**src/design/pwl_pkg.sv**
```systemverilog
`timescale 1ns / 1ps
// Shared constants, types and helpers of the piecewise-linear decompanding pixel unit.
package pwl_pkg;

	localparam int MAX_KNEES     = 8;
	localparam int IN_BITS       = 12;
	localparam int OUT_BITS      = 20;
	localparam int RAW_BITS      = 16;
	localparam int NARROW_SHIFT  = 4;
	localparam int KNEE_CNT_BITS = 4;
	localparam int KNEE_IDX_BITS = $clog2(MAX_KNEES);

	// input knees: two 48-bit registers of four knees each
	localparam int IN_PER_REG  = 4;
	localparam int IN_REG_BITS = IN_PER_REG * IN_BITS;

	// output knees: one RAM row per register, three knees a row, two in the last row
	localparam int KNEES_PER_ROW = 3;
	localparam int OUT_ROWS      = 3;
	localparam int ROW_BITS      = KNEES_PER_ROW * OUT_BITS;
	localparam int LAST_ROW_BITS = 2 * OUT_BITS;
	localparam int ROW_ADDR_BITS = $clog2(OUT_ROWS);
	localparam int LANE_BITS     = $clog2(KNEES_PER_ROW);

	// divider: product magnitude stays below 2^(IN_BITS+OUT_BITS)
	localparam int DVD_BITS = IN_BITS + OUT_BITS;

	localparam int CFG_IDX_BITS  = 3;
	localparam int CFG_DATA_BITS = ROW_BITS;

	localparam logic [KNEE_CNT_BITS-1:0] KNEE_CNT_MIN = KNEE_CNT_BITS'(2);
	localparam logic [KNEE_CNT_BITS-1:0] KNEE_CNT_MAX = KNEE_CNT_BITS'(MAX_KNEES);
	localparam logic [KNEE_CNT_BITS-1:0] KNEE_CNT_RST = KNEE_CNT_BITS'(2);
	localparam logic [IN_REG_BITS-1:0]   IN_LOW_RST   = IN_REG_BITS'(48'hFFF000);
	localparam logic [IN_REG_BITS-1:0]   IN_HIGH_RST  = '0;
	localparam logic [ROW_BITS-1:0]      OUT_FIRST_RST = ROW_BITS'(60'hFFF00000);

	typedef enum logic [CFG_IDX_BITS-1:0] {
		REG_MODE       = 3'd0,
		REG_SAMPLE16   = 3'd1,
		REG_KNEE_COUNT = 3'd2,
		REG_IN_LOW     = 3'd3,
		REG_IN_HIGH    = 3'd4,
		REG_OUT_FIRST  = 3'd5,
		REG_OUT_MIDDLE = 3'd6,
		REG_OUT_LAST   = 3'd7
	} cfg_reg_t;

	typedef enum logic [1:0] {
		RES_LINEAR = 2'd0,
		RES_KNEE   = 2'd1,
		RES_INTERP = 2'd2,
		RES_ZERO   = 2'd3
	} res_kind_t;

	// travels alongside the division
	typedef struct packed {
		res_kind_t             kind;
		logic [OUT_BITS-1:0]   base;
		logic                  neg;
		logic                  frame_end;
	} pwl_side_t;

	function automatic logic [ROW_ADDR_BITS-1:0] knee_row(input logic [KNEE_IDX_BITS-1:0] k);
		logic [ROW_ADDR_BITS-1:0] r;
		if (k < KNEE_IDX_BITS'(KNEES_PER_ROW))
			r = ROW_ADDR_BITS'(0);
		else if (k < KNEE_IDX_BITS'(2 * KNEES_PER_ROW))
			r = ROW_ADDR_BITS'(1);
		else
			r = ROW_ADDR_BITS'(2);
		return r;
	endfunction

	function automatic logic [LANE_BITS-1:0] knee_lane(input logic [KNEE_IDX_BITS-1:0] k);
		logic [ROW_ADDR_BITS-1:0] r;
		logic [KNEE_IDX_BITS-1:0] off;
		r   = knee_row(k);
		off = KNEE_IDX_BITS'(r) * KNEE_IDX_BITS'(KNEES_PER_ROW);
		return LANE_BITS'(k - off);
	endfunction

	function automatic logic [ROW_BITS-1:0] out_row_rst(input logic [ROW_ADDR_BITS-1:0] row);
		return (row == ROW_ADDR_BITS'(0)) ? OUT_FIRST_RST : '0;
	endfunction

endpackage

```
**src/design/pwl_in_if.sv**
```systemverilog
`timescale 1ns / 1ps
// Raw pixel input channel.
interface pwl_in_if;
	logic                          valid;
	logic                          ready;
	logic [pwl_pkg::RAW_BITS-1:0]  raw_pixel;
	logic                          frame_end_in;

	modport source (output valid, raw_pixel, frame_end_in, input ready);
	modport sink   (input valid, raw_pixel, frame_end_in, output ready);
endinterface

```
**src/design/pwl_out_if.sv**
```systemverilog
`timescale 1ns / 1ps
// Linear pixel output channel.
interface pwl_out_if;
	logic                          valid;
	logic                          ready;
	logic [pwl_pkg::OUT_BITS-1:0]  linear_pixel;
	logic                          frame_end_out;

	modport source (output valid, linear_pixel, frame_end_out, input ready);
	modport sink   (input valid, linear_pixel, frame_end_out, output ready);
endinterface

```
**src/design/pwl_ram.sv**
```systemverilog
`timescale 1ns / 1ps
// Generic RAM: one write port, two registered read ports.
module pwl_ram #(
	parameter int WIDTH = 8,
	parameter int DEPTH = 4
) (
	input  logic                                    clk,
	input  logic                                    we,
	input  logic [((DEPTH > 1) ? $clog2(DEPTH) : 1)-1:0] waddr,
	input  logic [WIDTH-1:0]                        wdata,
	input  logic                                    re,
	input  logic [((DEPTH > 1) ? $clog2(DEPTH) : 1)-1:0] raddr_a,
	input  logic [((DEPTH > 1) ? $clog2(DEPTH) : 1)-1:0] raddr_b,
	output logic [WIDTH-1:0]                        rdata_a,
	output logic [WIDTH-1:0]                        rdata_b
);

	logic [WIDTH-1:0] mem_q [DEPTH];
	logic [WIDTH-1:0] rd_a_q;
	logic [WIDTH-1:0] rd_b_q;

	always_ff @(posedge clk) begin
		if (we)
			mem_q[waddr] <= wdata;
	end

	always_ff @(posedge clk) begin
		if (re) begin
			rd_a_q <= mem_q[raddr_a];
			rd_b_q <= mem_q[raddr_b];
		end
	end

	assign rdata_a = rd_a_q;
	assign rdata_b = rd_b_q;

endmodule

```
**src/design/pwl_div.sv**
```systemverilog
`timescale 1ns / 1ps
// Pipelined restoring divider, one quotient bit per stage, with side data.
module pwl_div (
	input  logic                            clk,
	input  logic                            arst_n,
	input  logic                            en,
	input  logic                            in_valid,
	input  logic [pwl_pkg::DVD_BITS-1:0]    dividend,
	input  logic [pwl_pkg::IN_BITS-1:0]     divisor,
	input  pwl_pkg::pwl_side_t              in_side,
	output logic                            out_valid,
	output logic [pwl_pkg::OUT_BITS-1:0]    quotient,
	output logic                            rem_nz,
	output pwl_pkg::pwl_side_t              out_side
);

	localparam int STEPS = pwl_pkg::OUT_BITS;
	localparam int DW    = pwl_pkg::DVD_BITS;
	localparam int XW    = pwl_pkg::IN_BITS;

	logic [STEPS:0]          vld_q;
	logic [DW-1:0]           rem_q  [STEPS+1];
	logic [STEPS-1:0]        quo_q  [STEPS+1];
	logic [XW-1:0]           dsr_q  [STEPS+1];
	pwl_pkg::pwl_side_t      side_q [STEPS+1];

	logic [DW-1:0]           trial  [STEPS];
	logic [DW-1:0]           rem_nx [STEPS];
	logic [STEPS-1:0]        quo_nx [STEPS];

	// stage i settles quotient bit STEPS-1-i
	always_comb begin
		for (int i = 0; i < STEPS; i++) begin
			trial[i]  = DW'(dsr_q[i]) << (STEPS - 1 - i);
			rem_nx[i] = rem_q[i];
			quo_nx[i] = quo_q[i];
			if (rem_q[i] >= trial[i]) begin
				rem_nx[i] = rem_q[i] - trial[i];
				quo_nx[i][STEPS - 1 - i] = 1'b1;
			end
		end
	end

	always_ff @(posedge clk or negedge arst_n) begin
		if (!arst_n)
			vld_q <= '0;
		else if (en)
			vld_q <= {vld_q[STEPS-1:0], in_valid};
	end

	always_ff @(posedge clk) begin
		if (en) begin
			rem_q[0]  <= dividend;
			quo_q[0]  <= '0;
			dsr_q[0]  <= divisor;
			side_q[0] <= in_side;
			for (int i = 0; i < STEPS; i++) begin
				rem_q[i+1]  <= rem_nx[i];
				quo_q[i+1]  <= quo_nx[i];
				dsr_q[i+1]  <= dsr_q[i];
				side_q[i+1] <= side_q[i];
			end
		end
	end

	assign out_valid = vld_q[STEPS];
	assign quotient  = quo_q[STEPS];
	assign rem_nz    = |rem_q[STEPS];
	assign out_side  = side_q[STEPS];

endmodule

```
**src/design/pwl_decompand_pixel_unit.sv**
```systemverilog
`timescale 1ns / 1ps
// Top level: piecewise-linear decompanding of one raw pixel per transaction.
//
//  channel   | dir | handshake    | payload
//  ----------+-----+--------------+------------------------------------------
//  pix_in    | in  | valid/ready  | raw_pixel[15:0], frame_end_in
//  pix_out   | out | valid/ready  | linear_pixel[19:0], frame_end_out
//  cfg       | in  | cfg_we       | cfg_index[2:0], cfg_data[59:0]
//
// One transaction per clock sustained while the skid entry stays empty; each result
// passes the RAM read, slope stage, multiplier, then 20 divider stages of
// one quotient bit each, then the output register.
// arst_n resets the configuration registers and clears the knee-row valid bits; an
// unwritten output-knee row reads as its reset value, so no clearing pass is run.
// A two-entry output buffer (output register plus skid) lets pix_out stall
// without loss; pix_in.ready drops only while the skid entry is full.
module pwl_decompand_pixel_unit (
	input  logic                                clk,
	input  logic                                arst_n,
	pwl_in_if.sink                              pix_in,
	pwl_out_if.source                           pix_out,
	input  logic                                cfg_we,
	input  logic [pwl_pkg::CFG_IDX_BITS-1:0]    cfg_index,
	input  logic [pwl_pkg::CFG_DATA_BITS-1:0]   cfg_data
);

	localparam int IB = pwl_pkg::IN_BITS;
	localparam int OB = pwl_pkg::OUT_BITS;
	localparam int NK = pwl_pkg::MAX_KNEES;
	localparam int KB = pwl_pkg::KNEE_IDX_BITS;
	localparam int RA = pwl_pkg::ROW_ADDR_BITS;
	localparam int LB = pwl_pkg::LANE_BITS;
	localparam int RB = pwl_pkg::ROW_BITS;

	// ---------------------------------------------------------------- config
	logic                               mode_q;
	logic                               s16_q;
	logic [pwl_pkg::KNEE_CNT_BITS-1:0]  knee_cnt_q;
	logic [pwl_pkg::IN_REG_BITS-1:0]    in_low_q;
	logic [pwl_pkg::IN_REG_BITS-1:0]    in_high_q;
	logic [pwl_pkg::OUT_ROWS-1:0]       row_vld_q;

	pwl_pkg::cfg_reg_t                  cfg_reg;
	logic                               row_we;
	logic [RA-1:0]                      row_waddr;
	logic [RB-1:0]                      row_wdata;

	assign cfg_reg = pwl_pkg::cfg_reg_t'(cfg_index);

	always_ff @(posedge clk or negedge arst_n) begin
		if (!arst_n) begin
			mode_q     <= 1'b0;
			s16_q      <= 1'b0;
			knee_cnt_q <= pwl_pkg::KNEE_CNT_RST;
			in_low_q   <= pwl_pkg::IN_LOW_RST;
			in_high_q  <= pwl_pkg::IN_HIGH_RST;
			row_vld_q  <= '0;
		end else if (cfg_we) begin
			unique case (cfg_reg) inside
				pwl_pkg::REG_MODE:       mode_q     <= cfg_data[0];
				pwl_pkg::REG_SAMPLE16:   s16_q      <= cfg_data[0];
				pwl_pkg::REG_KNEE_COUNT: knee_cnt_q <= cfg_data[pwl_pkg::KNEE_CNT_BITS-1:0];
				pwl_pkg::REG_IN_LOW:     in_low_q   <= cfg_data[pwl_pkg::IN_REG_BITS-1:0];
				pwl_pkg::REG_IN_HIGH:    in_high_q  <= cfg_data[pwl_pkg::IN_REG_BITS-1:0];
				pwl_pkg::REG_OUT_FIRST,
				pwl_pkg::REG_OUT_MIDDLE,
				pwl_pkg::REG_OUT_LAST:   row_vld_q[row_waddr] <= 1'b1;
				default: ;
			endcase
		end
	end

	// output knees live in the RAM, one config register per row
	always_comb begin
		row_we    = cfg_we && (cfg_reg == pwl_pkg::REG_OUT_FIRST ||
		                       cfg_reg == pwl_pkg::REG_OUT_MIDDLE ||
		                       cfg_reg == pwl_pkg::REG_OUT_LAST);
		row_waddr = RA'(cfg_index - pwl_pkg::REG_OUT_FIRST);
		row_wdata = cfg_data;
		if (cfg_reg == pwl_pkg::REG_OUT_LAST)
			row_wdata = RB'(cfg_data[pwl_pkg::LAST_ROW_BITS-1:0]);
	end

	// ---------------------------------------------------------------- flow control
	logic en;
	logic skid_vld_q;
	logic acc;

	assign en           = !skid_vld_q;
	assign pix_in.ready = en;
	assign acc          = pix_in.valid && en;

	// ---------------------------------------------------------------- stage 0
	logic [IB-1:0]                      ink [NK];
	logic [IB-1:0]                      v;
	logic [IB-1:0]                      sat12;
	logic [OB-1:0]                      lin;
	logic [pwl_pkg::KNEE_CNT_BITS-1:0]  n_c;
	logic [KB-1:0]                      nm1;
	logic                               below;
	logic                               above;
	logic                               fnd;
	logic [KB-1:0]                      seg;
	logic [KB-1:0]                      seg_nx;
	logic [KB-1:0]                      ka;
	logic [KB-1:0]                      kb;
	pwl_pkg::res_kind_t                 kind;

	always_comb begin
		for (int k = 0; k < NK; k++) begin
			if (k < pwl_pkg::IN_PER_REG)
				ink[k] = in_low_q[k*IB +: IB];
			else
				ink[k] = in_high_q[(k - pwl_pkg::IN_PER_REG)*IB +: IB];
		end
	end

	always_comb begin
		// an oversized 12-bit sample saturates in both modes
		sat12 = (|pix_in.raw_pixel[pwl_pkg::RAW_BITS-1:IB]) ? '1 : pix_in.raw_pixel[IB-1:0];
		v     = s16_q ? pix_in.raw_pixel[pwl_pkg::RAW_BITS-1:pwl_pkg::NARROW_SHIFT] : sat12;
		if (s16_q)
			lin = OB'(pix_in.raw_pixel);
		else
			lin = OB'({sat12, {pwl_pkg::NARROW_SHIFT{1'b0}}});

		n_c = knee_cnt_q;
		if (knee_cnt_q < pwl_pkg::KNEE_CNT_MIN)
			n_c = pwl_pkg::KNEE_CNT_MIN;
		else if (knee_cnt_q > pwl_pkg::KNEE_CNT_MAX)
			n_c = pwl_pkg::KNEE_CNT_MAX;
		nm1 = KB'(n_c - 1'b1);

		below = v < ink[0];
		above = v >= ink[nm1];

		// highest rising segment holding v wins
		fnd = 1'b0;
		seg = '0;
		for (int j = 0; j < NK - 1; j++) begin
			if (KB'(j) < nm1 && ink[j] <= v && v < ink[j+1]) begin
				fnd = 1'b1;
				seg = KB'(j);
			end
		end
		seg_nx = seg + 1'b1;

		ka = seg;
		kb = seg_nx;
		if (below) begin
			ka = '0;
			kb = '0;
		end else if (above) begin
			ka = nm1;
			kb = nm1;
		end

		if (mode_q)
			kind = pwl_pkg::RES_LINEAR;
		else if (below || above)
			kind = pwl_pkg::RES_KNEE;
		else if (fnd)
			kind = pwl_pkg::RES_INTERP;
		else
			kind = pwl_pkg::RES_ZERO;
	end

	logic [RB-1:0] ram_a;
	logic [RB-1:0] ram_b;

	pwl_ram #(
		.WIDTH (RB),
		.DEPTH (pwl_pkg::OUT_ROWS)
	) u_knee_ram (
		.clk     (clk),
		.we      (row_we),
		.waddr   (row_waddr),
		.wdata   (row_wdata),
		.re      (en),
		.raddr_a (pwl_pkg::knee_row(ka)),
		.raddr_b (pwl_pkg::knee_row(kb)),
		.rdata_a (ram_a),
		.rdata_b (ram_b)
	);

	// ---------------------------------------------------------------- stage 1
	logic                v_s1;
	pwl_pkg::res_kind_t  kind_s1;
	logic [OB-1:0]       lin_s1;
	logic [RA-1:0]       row_a_s1;
	logic [RA-1:0]       row_b_s1;
	logic [LB-1:0]       lane_a_s1;
	logic [LB-1:0]       lane_b_s1;
	logic                vld_a_s1;
	logic                vld_b_s1;
	logic [IB-1:0]       dvx_s1;
	logic [IB-1:0]       dx_s1;
	logic                fe_s1;

	always_ff @(posedge clk or negedge arst_n) begin
		if (!arst_n)
			v_s1 <= 1'b0;
		else if (en)
			v_s1 <= acc;
	end

	always_ff @(posedge clk) begin
		if (en) begin
			kind_s1   <= kind;
			lin_s1    <= lin;
			row_a_s1  <= pwl_pkg::knee_row(ka);
			row_b_s1  <= pwl_pkg::knee_row(kb);
			lane_a_s1 <= pwl_pkg::knee_lane(ka);
			lane_b_s1 <= pwl_pkg::knee_lane(kb);
			vld_a_s1  <= row_vld_q[pwl_pkg::knee_row(ka)];
			vld_b_s1  <= row_vld_q[pwl_pkg::knee_row(kb)];
			dvx_s1    <= v - ink[seg];
			dx_s1     <= ink[seg_nx] - ink[seg];
			fe_s1     <= pix_in.frame_end_in;
		end
	end

	logic [RB-1:0]       row_a;
	logic [RB-1:0]       row_b;
	logic [OB-1:0]       ya;
	logic [OB-1:0]       yb;
	logic                down;
	logic [OB-1:0]       ady;
	pwl_pkg::pwl_side_t  side_s1;

	always_comb begin
		row_a = vld_a_s1 ? ram_a : pwl_pkg::out_row_rst(row_a_s1);
		row_b = vld_b_s1 ? ram_b : pwl_pkg::out_row_rst(row_b_s1);
		ya    = row_a[lane_a_s1*OB +: OB];
		yb    = row_b[lane_b_s1*OB +: OB];
		down  = yb < ya;
		ady   = down ? (ya - yb) : (yb - ya);

		side_s1.kind      = kind_s1;
		side_s1.base      = (kind_s1 == pwl_pkg::RES_LINEAR) ? lin_s1 : ya;
		side_s1.neg       = down;
		side_s1.frame_end = fe_s1;
	end

	// ---------------------------------------------------------------- stage 2
	logic                v_s2;
	pwl_pkg::pwl_side_t  side_s2;
	logic [IB-1:0]       dvx_s2;
	logic [OB-1:0]       ady_s2;
	logic [IB-1:0]       dx_s2;
	logic [pwl_pkg::DVD_BITS-1:0] prod;

	always_ff @(posedge clk or negedge arst_n) begin
		if (!arst_n)
			v_s2 <= 1'b0;
		else if (en)
			v_s2 <= v_s1;
	end

	always_ff @(posedge clk) begin
		if (en) begin
			side_s2 <= side_s1;
			dvx_s2  <= dvx_s1;
			ady_s2  <= ady;
			dx_s2   <= dx_s1;
		end
	end

	// |(v - x0) * (y1 - y0)|, registered at the divider's input
	assign prod = pwl_pkg::DVD_BITS'(dvx_s2) * pwl_pkg::DVD_BITS'(ady_s2);

	// ---------------------------------------------------------------- divider
	logic                div_vld;
	logic [OB-1:0]       div_q;
	logic                div_rnz;
	pwl_pkg::pwl_side_t  div_side;

	pwl_div u_div (
		.clk       (clk),
		.arst_n    (arst_n),
		.en        (en),
		.in_valid  (v_s2),
		.dividend  (prod),
		.divisor   (dx_s2),
		.in_side   (side_s2),
		.out_valid (div_vld),
		.quotient  (div_q),
		.rem_nz    (div_rnz),
		.out_side  (div_side)
	);

	// ---------------------------------------------------------------- result
	logic signed [OB+1:0] sum;
	logic [OB-1:0]        interp;
	logic [OB-1:0]        res_pix;
	logic                 push;

	always_comb begin
		// floored quotient: a negative slope with a remainder rounds one further down
		if (div_side.neg)
			sum = $signed({2'b00, div_side.base}) - $signed({2'b00, div_q})
			      - $signed((OB+2)'(div_rnz));
		else
			sum = $signed({2'b00, div_side.base}) + $signed({2'b00, div_q});

		if (sum < 0)
			interp = '0;
		else if (sum > $signed({2'b00, {OB{1'b1}}}))
			interp = '1;
		else
			interp = sum[OB-1:0];

		case (div_side.kind)
			pwl_pkg::RES_INTERP: res_pix = interp;
			pwl_pkg::RES_ZERO:   res_pix = '0;
			default:             res_pix = div_side.base;
		endcase
	end

	assign push = en && div_vld;

	// ---------------------------------------------------------------- output buffer
	logic          out_vld_q;
	logic [OB-1:0] out_pix_q;
	logic          out_fe_q;
	logic [OB-1:0] skid_pix_q;
	logic          skid_fe_q;
	logic          pop;

	assign pop = out_vld_q && pix_out.ready;

	always_ff @(posedge clk or negedge arst_n) begin
		if (!arst_n) begin
			out_vld_q  <= 1'b0;
			skid_vld_q <= 1'b0;
		end else begin
			if (pop) begin
				if (skid_vld_q) begin
					skid_vld_q <= 1'b0;
				end else begin
					out_vld_q <= push;
				end
			end else if (!out_vld_q) begin
				out_vld_q <= push;
			end else if (push) begin
				skid_vld_q <= 1'b1;
			end
		end
	end

	always_ff @(posedge clk) begin
		if (pop && skid_vld_q) begin
			out_pix_q <= skid_pix_q;
			out_fe_q  <= skid_fe_q;
		end else if (pop || !out_vld_q) begin
			out_pix_q <= res_pix;
			out_fe_q  <= div_side.frame_end;
		end
		if (!pop && out_vld_q && push) begin
			skid_pix_q <= res_pix;
			skid_fe_q  <= div_side.frame_end;
		end
	end

	assign pix_out.valid         = out_vld_q;
	assign pix_out.linear_pixel  = out_pix_q;
	assign pix_out.frame_end_out = out_fe_q;

endmodule

```
**src/flat_wrapper.sv**
```systemverilog
// flat-port wrapper written by rule: the top's interface ports become plain ports
module pwl_decompand_pixel_unit_flat 
  (clk, arst_n, cfg_we, cfg_index, cfg_data, pix_in_valid, pix_in_raw_pixel, pix_in_frame_end_in, pix_in_ready, pix_out_valid, pix_out_linear_pixel, pix_out_frame_end_out, pix_out_ready);
  pwl_in_if pix_in_i ();
  pwl_out_if pix_out_i ();
  input  logic clk;
  input  logic arst_n;
  input  logic cfg_we;
  input  logic [pwl_pkg::CFG_IDX_BITS-1:0] cfg_index;
  input  logic [pwl_pkg::CFG_DATA_BITS-1:0] cfg_data;
  input wire logic [$bits(pix_in_i.valid)-1:0] pix_in_valid;
  input wire logic [$bits(pix_in_i.raw_pixel)-1:0] pix_in_raw_pixel;
  input wire logic [$bits(pix_in_i.frame_end_in)-1:0] pix_in_frame_end_in;
  output wire logic [$bits(pix_in_i.ready)-1:0] pix_in_ready;
  output wire logic [$bits(pix_out_i.valid)-1:0] pix_out_valid;
  output wire logic [$bits(pix_out_i.linear_pixel)-1:0] pix_out_linear_pixel;
  output wire logic [$bits(pix_out_i.frame_end_out)-1:0] pix_out_frame_end_out;
  input wire logic [$bits(pix_out_i.ready)-1:0] pix_out_ready;
  assign pix_in_i.valid = pix_in_valid;
  assign pix_in_i.raw_pixel = pix_in_raw_pixel;
  assign pix_in_i.frame_end_in = pix_in_frame_end_in;
  assign pix_in_ready = pix_in_i.ready;
  assign pix_out_valid = pix_out_i.valid;
  assign pix_out_linear_pixel = pix_out_i.linear_pixel;
  assign pix_out_frame_end_out = pix_out_i.frame_end_out;
  assign pix_out_i.ready = pix_out_ready;
  pwl_decompand_pixel_unit u_core (.clk(clk), .arst_n(arst_n), .pix_in(pix_in_i), .pix_out(pix_out_i), .cfg_we(cfg_we), .cfg_index(cfg_index), .cfg_data(cfg_data));
endmodule
```
**config.mk**
```make
export PLATFORM = sky130hd
export DESIGN_NAME = pwl_decompand_pixel_unit_flat
export DESIGN_NICKNAME = d
export VERILOG_FILES = /design/src/design/pwl_pkg.sv /design/src/design/pwl_in_if.sv /design/src/design/pwl_out_if.sv /design/src/design/pwl_ram.sv /design/src/design/pwl_div.sv /design/src/design/pwl_decompand_pixel_unit.sv /design/src/flat_wrapper.sv
export SDC_FILE = /design/constraint.sdc
export NUM_CORES = 2
export LEC_CHECK = 0
export ABC_AREA = 1
export BUFFER_PORTS_ARGS = -buffer_cell sky130_fd_sc_hd__buf_2
export CAP_MARGIN = 10
export CORE_MARGIN = 4
export CORE_UTILIZATION = 33
export CTS_CLUSTER_DIAMETER = 120
export DETAILED_ROUTE_END_ITERATION = 8
export PLACE_DENSITY_LB_ADDON = 0.08
export REMOVE_ABC_BUFFERS = 1
export SKIP_CTS_REPAIR_TIMING = 1
export SLEW_MARGIN = 40
export SYNTH_ARGS = -nofsm -noshare
export SYNTH_HDL_FRONTEND = slang
export SYNTH_HIERARCHICAL = 1
export SYNTH_SLANG_ARGS = --single-unit
```
**constraint.sdc**
```tcl
create_clock -name clk -period 117.1 [get_ports clk]
set_clock_uncertainty 0.05 [all_clocks]
set_input_delay 5.855 -clock clk [delete_from_list [all_inputs] [get_ports clk]]
set_output_delay 5.855 -clock clk [all_outputs]
set_load 0.005 [all_outputs]
```
# After elaboration in Yosys (flattened, before gate mapping)
# Memory sizes are Yosys's and may differ from the RTL's. A register that Yosys moved wholly into a read port is not among the register bits.
# Cells that the tools add are included.
# classes
mux,109
n_eq_ne,10
n_addsub,32
bitwise,4
mul,5
n_reduce_logical,49
shifts,2
magnitude_cmp,59
# op_table
op,n
two-way mux 32 bit,22
two-way mux 60 bit,3
two-way mux 20 bit,6
indexed part select 60 x 8 -> 20 bit,2
binary-select mux 12 bit (select 3 bit),3
< comparator 12 bit,8
two-way mux 12 bit,8
<= comparator 12 bit,7
two-way mux 1 bit,44
one-hot mux 20 bit (2 select lines),1
subtractor 20 bit,2
greater-or-equal comparator 32 x 12 -> 1 bit,1
greater-or-equal comparator 32 x 13 -> 1 bit,1
greater-or-equal comparator 32 x 14 -> 1 bit,1
greater-or-equal comparator 32 x 15 -> 1 bit,1
greater-or-equal comparator 32 x 16 -> 1 bit,1
greater-or-equal comparator 32 x 17 -> 1 bit,1
greater-or-equal comparator 32 x 18 -> 1 bit,1
greater-or-equal comparator 32 x 19 -> 1 bit,1
greater-or-equal comparator 32 x 20 -> 1 bit,1
greater-or-equal comparator 32 x 21 -> 1 bit,1
greater-or-equal comparator 32 x 22 -> 1 bit,1
greater-or-equal comparator 32 x 23 -> 1 bit,1
greater-or-equal comparator 32 x 24 -> 1 bit,1
other kinds (76),151
# totals
out_inout_bits,23
memories,5
mem_bits_rw,2028
wordCells,310
ff_bits,297
# mem_list
memory,words,word_bits,read_ports,rd_clocked_by_memory_dff,wr,line_no,source
u_core.u_div.rem_q,21,32,21,0,21,pwl_div.sv:22,logic [DW-1:0] rem_q [STEPS+1];
u_core.u_div.side_q,21,24,21,0,21,pwl_div.sv:25,pwl_pkg::pwl_side_t side_q [STEPS+1];
u_core.u_div.quo_q,21,20,21,0,21,pwl_div.sv:23,logic [STEPS-1:0] quo_q [STEPS+1];
u_core.u_div.dsr_q,21,12,20,0,21,pwl_div.sv:24,logic [XW-1:0] dsr_q [STEPS+1];
u_core.u_knee_ram.mem_q,3,60,2,2,1,pwl_ram.sv:18,logic [WIDTH-1:0] mem_q [DEPTH];

# Logic depth before layout (Yosys ltp)
# logic_depth
word_depth,22
mapped_depth,50
mapped_depth_nobuf,47

# Cells and area by module
# The synthesis kept the hierarchy.
# by_module_without_submodules
module,area_each_um2,n_inst,cells_per_inst
pwl_div,78745.5,1,7821
pwl_decompand_pixel_unit,29921.2,1,4026
pwl_ram,12296.8,1,1081

# Least setup slack after synthesis
# Ideal clock, no wire load.
# synth_path
path_type,register to output
from,register u_core.skid_vld_q
to,output pix_in_ready
path_buffers,0
arrival_time_ps,36538
setup_slack_ps,74657
stages_incl_launch_ff,2
cell_sequence,dfrtp_1 -> inv_1
# synth_via
elab_chain_len,1
# synth_lines
item,line_no,source
start: declaration,pwl_decompand_pixel_unit.sv:86,logic skid_vld_q;
start signal: assignment,pwl_decompand_pixel_unit.sv:335,skid_vld_q <= 1'b0;
start signal: assignment,pwl_decompand_pixel_unit.sv:339,skid_vld_q <= 1'b0;
start signal: assignment,pwl_decompand_pixel_unit.sv:346,skid_vld_q <= 1'b1;
zero test 1 bit,pwl_decompand_pixel_unit.sv:89,assign en = !skid_vld_q;
end: declaration,flat_wrapper.sv:14,output wire logic [$bits(pix_in_i.ready)-1:0] pix_in_ready;
# No other way between the ends.

# Worst setup path in the final report
# layout_path
from,input pix_in_raw_pixel[0]
to,register u_core.dx_s1[11] (data pin)
# layout_via
elab_chain_len,17
elab_cells_between_ends,42
classes_between,add/sub (2); order compare (12); mux (14); bitwise (2); reduce/logical (12)
# layout_lines
item,line_no,source
start: declaration,flat_wrapper.sv:12,input wire logic [$bits(pix_in_i.raw_pixel)-1:0] pix_in_raw_pixel;
two-way mux 12 bit (*),pwl_decompand_pixel_unit.sv:120,sat12 = (|pix_in.raw_pixel[pwl_pkg::RAW_BITS-1:IB]) ? '1 : pix_in.raw_pixel[IB-1:0];
two-way mux 12 bit (*),pwl_decompand_pixel_unit.sv:121,v = s16_q ? pix_in.raw_pixel[pwl_pkg::RAW_BITS-1:pwl_pkg::NARROW_SHIFT] : sat12;
<= comparator 12 bit,pwl_decompand_pixel_unit.sv:141,if (KB'(j) < nm1 && ink[j] <= v && v < ink[j+1]) begin
logical AND 1 bit (2 in a row),pwl_decompand_pixel_unit.sv:141,
two-way mux 1 bit,pwl_decompand_pixel_unit.sv:141,
two-way mux 2 bit (2 in a row),pwl_decompand_pixel_unit.sv:141,
two-way mux 3 bit (2 in a row),pwl_decompand_pixel_unit.sv:141,
two-way mux 3 bit (*),pwl_decompand_pixel_unit.sv:141,
adder 3 x 1 -> 3 bit,pwl_decompand_pixel_unit.sv:146,seg_nx = seg + 1'b1;
NOT 3 -> 4 bit (implied by the code),pwl_decompand_pixel_unit.sv:218,dx_s1 <= ink[seg_nx] - ink[seg];
binary-select mux 12 bit (select 3 bit),pwl_decompand_pixel_unit.sv:218,
two-way mux 12 bit (implied by the code) (2 in a row),pwl_decompand_pixel_unit.sv:218,
subtractor 12 bit (*),pwl_decompand_pixel_unit.sv:218,
end signal: assignment,pwl_decompand_pixel_unit.sv:218,
end: declaration,pwl_decompand_pixel_unit.sv:197,logic [IB-1:0] dx_s1;
# Every way passes the cells marked *; elsewhere a longest branch is shown, timed or not. The select of a mux whose other input is x is not followed.
# A chain may end at the register's enable or synchronous reset.

==> out/qor_table.md <==
| Step | Item | Value |
|:---|:---|:---|
| logic synthesis | Commonest register cell after synthesis | sky130_fd_sc_hd__edfxtp_1 |
| clock network | Clock latency on the worst-skew pair | 0.91 ns |
| timing | Setup repair after global routing missed its margin | no |
| detailed routing | Overall via count from detail_route | 87400 |
| critical path | Slowest cell on crit path | sky130_fd_sc_hd__a21oi_4 |
| placed design | Post-Place Worst Slack | 103.83 ns |
| critical path | Cell repeated most along the worst path | sky130_fd_sc_hd__nand2_1 |
| critical path | Worst endpoint data arrival time | 13.05 ns |
| logic synthesis | Post-synth EDFFs | 2089 |
| critical path | Worst setup startpoint | pix_in_raw_pixel[0] |
| placed design | Final weighted congestion of routability-driven global placement | 0.904 |
| timing | Final Hold Vio Count | 0 |
| critical path | Crit Path Class | input port to flip-flop |
| critical path | Worst path depth | 44 |
| floorplanning | Die footprint | 376000 um^2 |
| detailed routing | Per-cell via count in the routed design | 4.82 |
| critical path | Required time of the worst setup path | 117.69 ns |
| timing | Post-route fraction of the period consumed by the critical path | 0.106 |
| timing | Setup Viol. Count Final | 0 |
| logic synthesis | Unique masters post-synth | 78 |
| critical path | Crit. End Element | flip-flop |
| global route | Aggregate global routing overflow | 0 |
| logic synthesis | Mux cell area share after synthesis | 0.000590 |
| critical path | Worst flop-to-flop path endpoint | u_core/dx_s1[11] |
| global route | Number of global-route vias before repair | 85600 |
| finish | Most frequent cells in the layout | sky130_fd_sc_hd__nand2_1, sky130_fd_sc_hd__edfxtp_1, sky130_fd_sc_hd__inv_1 |
| detailed routing | Number of design-rule violations left by the first detailed-router iteration | 7012 |
| logic synthesis | XOR/XNOR Fraction of Synth Area | 0.0195 |
| clock network | Sink Count | 2219 |
| critical path | Maximum cell stage delay along the critical path | 0.58 ns |
| floorplanning | Die Height | 613 um |
| finish | Total Nets Final | 13900 |
| logic synthesis | Number of warning messages in the yosys log | 6 |
| timing | Final Worst Setup Slack | 104.64 ns |
| global route | Initial antenna violation count | 18 |
| logic synthesis | Share of async-settable or async-resettable flops after synthesis | 0.0586 |
| run | Max-cap check violation count | 0 |
| clock network | TritonCTS buffer count | 267 |
| logic synthesis | Post-synthesis compound-gate area fraction | 0.0616 |
| critical path | Crit path buffers/inverters | 9 |
| clock network | Clock root buffer master | sky130_fd_sc_hd__clkbuf_16 |
| clock network | Maximum clock insertion buffer count | 4 |
| clock network | TritonCTS clock tree | done |
| finish | Ratio of cells with drive above 1 in the final layout | 0.0633 |
| run status | Run status | completed |
| logic synthesis | Portion of the post-synthesis area used by sequential elements | 0.546 |
| critical path | Type of element launching the critical path | input port |
| timing | Max_slew headroom | 0.400 |
| critical path | Critical register-to-register path startpoint | u_core/s16_q |
| timing | Max frequency | 0.0803 GHz |
| timing | Final critical path time including I/O delays and setup | 12.46 ns |
| detailed routing | Remaining routing DRC violations | 0 |
| detailed routing | Average wire per cell in the routed design | 21.0 um |
| logic synthesis | Mapped cell area | 121000 um^2 |
| clock network | CTS H-tree depth | 5 |
| detailed routing | Initial DRT Pass Iterations | 6 |
| logic synthesis | Syn_area_per_cell | 9.36 um^2 |
| timing | Worst-margin pin slew | 0.900 ns |
| logic synthesis | Synthesized-area fraction occupied by adder cells | 0.0874 |
| worst hold path | Worst Min Path Start | u_core/u_div/side_q[0][2] |
| timing | Summed negative setup slack over all endpoints | 0 ns |
| finish | Area Growth Syn to Fin | 11.9% |
| logic synthesis | Number of standard cells after synthesis | 12900 |
| global route | Pin count of the biggest net entering global routing | 143 |
| critical path | Worst reg2reg setup slack | 108.79 ns |
| worst hold path | Worst hold-check path type | flip-flop to flip-flop |
| critical path | End point of the critical path | u_core/dx_s1[11] |
| logic synthesis | Total of flip-flops plus latches after synthesis | 2219 |
| floorplanning | Starting utilization of the core area | 0.331 |
| finish | Commonest non-fill, non-tap cell in the layout | sky130_fd_sc_hd__nand2_1 |
| critical path | Count of cells along the worst register-to-register path | 44 |
| floorplanning | Core Footprint | 365000 um^2 |
| placed design | DP Wirelength | 290000 um |
| detailed routing | Detailed Route WL | 381000 um |
| critical path | Max Fanout on Critical Path | 18 |
| detailed routing | Post-route antenna net violation count | 0 |
| timing | Number of pins with negative max-slew slack in the final report | 0 |
| placed design | Total of buffers placed on input and output ports | 107 |
| logic synthesis | Simple-gate area share of the yosys netlist | 0.209 |
| floorplanning | Die span in x | 613 um |
| clock network | Clock-pin transition on the worst setup and hold timing paths | 0.06 ns |
| global route | GRT Util Overall | 0.198 |
| logic synthesis | Main combinational cell family by area after synthesis | simple AND/OR/NAND/NOR gates |
| global route | Global-route wire length before repair | 562000 um |
| floorplanning | FP Rows | 222 |
| critical path | CP top delay family | compound AO/OA/AOI/OAI gates |
| floorplanning | Number of top-level pins | 108 |
cells in the mapped netlist, types with 11 or more instances:
cell type / count / area share
sky130_fd_sc_hd__nand2_1: 3961 / 0.12
sky130_fd_sc_hd__edfxtp_1: 2089 / 0.52
sky130_fd_sc_hd__inv_1: 1933 / 0.060
sky130_fd_sc_hd__nor2_1: 966 / 0.030
sky130_fd_sc_hd__nand3_1: 666 / 0.028
sky130_fd_sc_hd__ha_1: 515 / 0.053
sky130_fd_sc_hd__a21oi_1: 504 / 0.021
sky130_fd_sc_hd__o21ai_0: 503 / 0.021
sky130_fd_sc_hd__fa_1: 206 / 0.034
sky130_fd_sc_hd__nand4_1: 184 / 0.0095
sky130_fd_sc_hd__xor2_1: 159 / 0.012
sky130_fd_sc_hd__clkbuf_1: 134 / 0.0042
sky130_fd_sc_hd__dfrtp_1: 117 / 0.024
sky130_fd_sc_hd__xnor2_1: 107 / 0.0077
sky130_fd_sc_hd__nand3b_1: 80 / 0.0050
sky130_fd_sc_hd__o21ai_1: 80 / 0.0033
sky130_fd_sc_hd__buf_2: 69 / 0.0029
sky130_fd_sc_hd__nor3_1: 66 / 0.0027
sky130_fd_sc_hd__buf_4: 60 / 0.0037
sky130_fd_sc_hd__buf_6: 44 / 0.0041
sky130_fd_sc_hd__a21oi_2: 38 / 0.0028
sky130_fd_sc_hd__o211ai_1: 37 / 0.0023
sky130_fd_sc_hd__inv_2: 28 / 0.00087
sky130_fd_sc_hd__nor2_2: 28 / 0.0014
sky130_fd_sc_hd__o21ai_2: 27 / 0.0020
sky130_fd_sc_hd__and2_1: 23 / 0.0012
sky130_fd_sc_hd__nand2_2: 23 / 0.0012
sky130_fd_sc_hd__o21bai_1: 19 / 0.0012
sky130_fd_sc_hd__a31oi_1: 18 / 0.00093
sky130_fd_sc_hd__nor4_1: 18 / 0.00093
sky130_fd_sc_hd__a21boi_0: 15 / 0.00093
sky130_fd_sc_hd__nand3_2: 14 / 0.0012
sky130_fd_sc_hd__dfstp_2: 13 / 0.0028
sky130_fd_sc_hd__or2_2: 13 / 0.00067
sky130_fd_sc_hd__a211oi_1: 11 / 0.00068
sky130_fd_sc_hd__a21o_1: 11 / 0.00068
metrics by stage:
step / instance area (um^2) / instances / utilization / hold slack (ns)
after floorplan: 119000 / 12600 / - / 0.350
after global placement: 127000 / 17600 / 0.347 / 0.351
after detailed placement: 127000 / 17600 / 0.347 / 0.355
after CTS: 135000 / 18100 / 0.370 / 0.337
after global routing: 135000 / 18100 / 0.371 / 0.355
final: 135000 / 18100 / 0.371 / 0.337
routing by layer:
metal / vias to the layer above / part of all wire / GRT usage
met4: 2 / 0.032 / 0.0591
met1: 42200 / 0.45 / 0.268
met5: - / 0.000034 / 0
met2: 2023 / 0.48 / 0.334
li1: 42700 / - / -
met3: 534 / 0.040 / 0.0217
worst min-delay path by stage:
stage / to / slack, ns / cells past startpoint
after CTS: u_core/u_div/side_q[1][75] / 0.34 / 0
after floorplan: u_core/dvx_s2[0] / 0.35 / 0
after detailed placement: u_core/u_div/quo_q[1][74] / 0.35 / 0
final: u_core/u_div/side_q[0][26] / 0.34 / 0
after global placement: u_core/u_div/quo_q[3][13] / 0.35 / 0
after global routing: u_core/u_div/side_q[2][98] / 0.36 / 0
cell families after synthesis:
| family | count (synthesis) |
|---|---|
| buf+inv | 2289 |
| simple gates | 6094 |
| mux | 7 |
| flops | 2219 |
| fa+ha+maj | 721 |
| xor+xnor | 267 |
| compound gates | 1331 |
state kept, by name, summed over array words and instances, names as in the netlist, 3 cells and up:
signal and cells:
u_core/u_div/rem_q 672, u_core/u_div/side_q 504, u_core/u_div/dsr_q 240, u_core/u_div/quo_q 210, u_core/u_knee_ram/mem_q 180, u_core/u_knee_ram/rdata_a 60, u_core/u_knee_ram/rdata_b 60, u_core/in_high_q 48
u_core/in_low_q 48, u_core/side_s2 24, u_core/u_div/vld_q 21, u_core/ady_s2 20, u_core/pix_out.linear_pixel 20, u_core/skid_pix_q 20, u_core/lin_s1 16, u_core/dvx_s1 12
u_core/dvx_s2 12, u_core/dx_s1 12, u_core/dx_s2 12, u_core/knee_cnt_q 4, u_core/row_vld_q 3
final cells by class:
type	count	area, um^2
clock inverters	143	1320
multi-input cells	8420	45900
fillers	36700	230000
diodes	7	17.5
inverters	1973	7430
flip-flops and latches	2219	66000
repair buffers	216	1620
well taps	4816	6030
clock buffers	334	7090
Power is not shown: default switching activity piles up to over one toggle a cycle in this logic, so the estimate is an artifact.
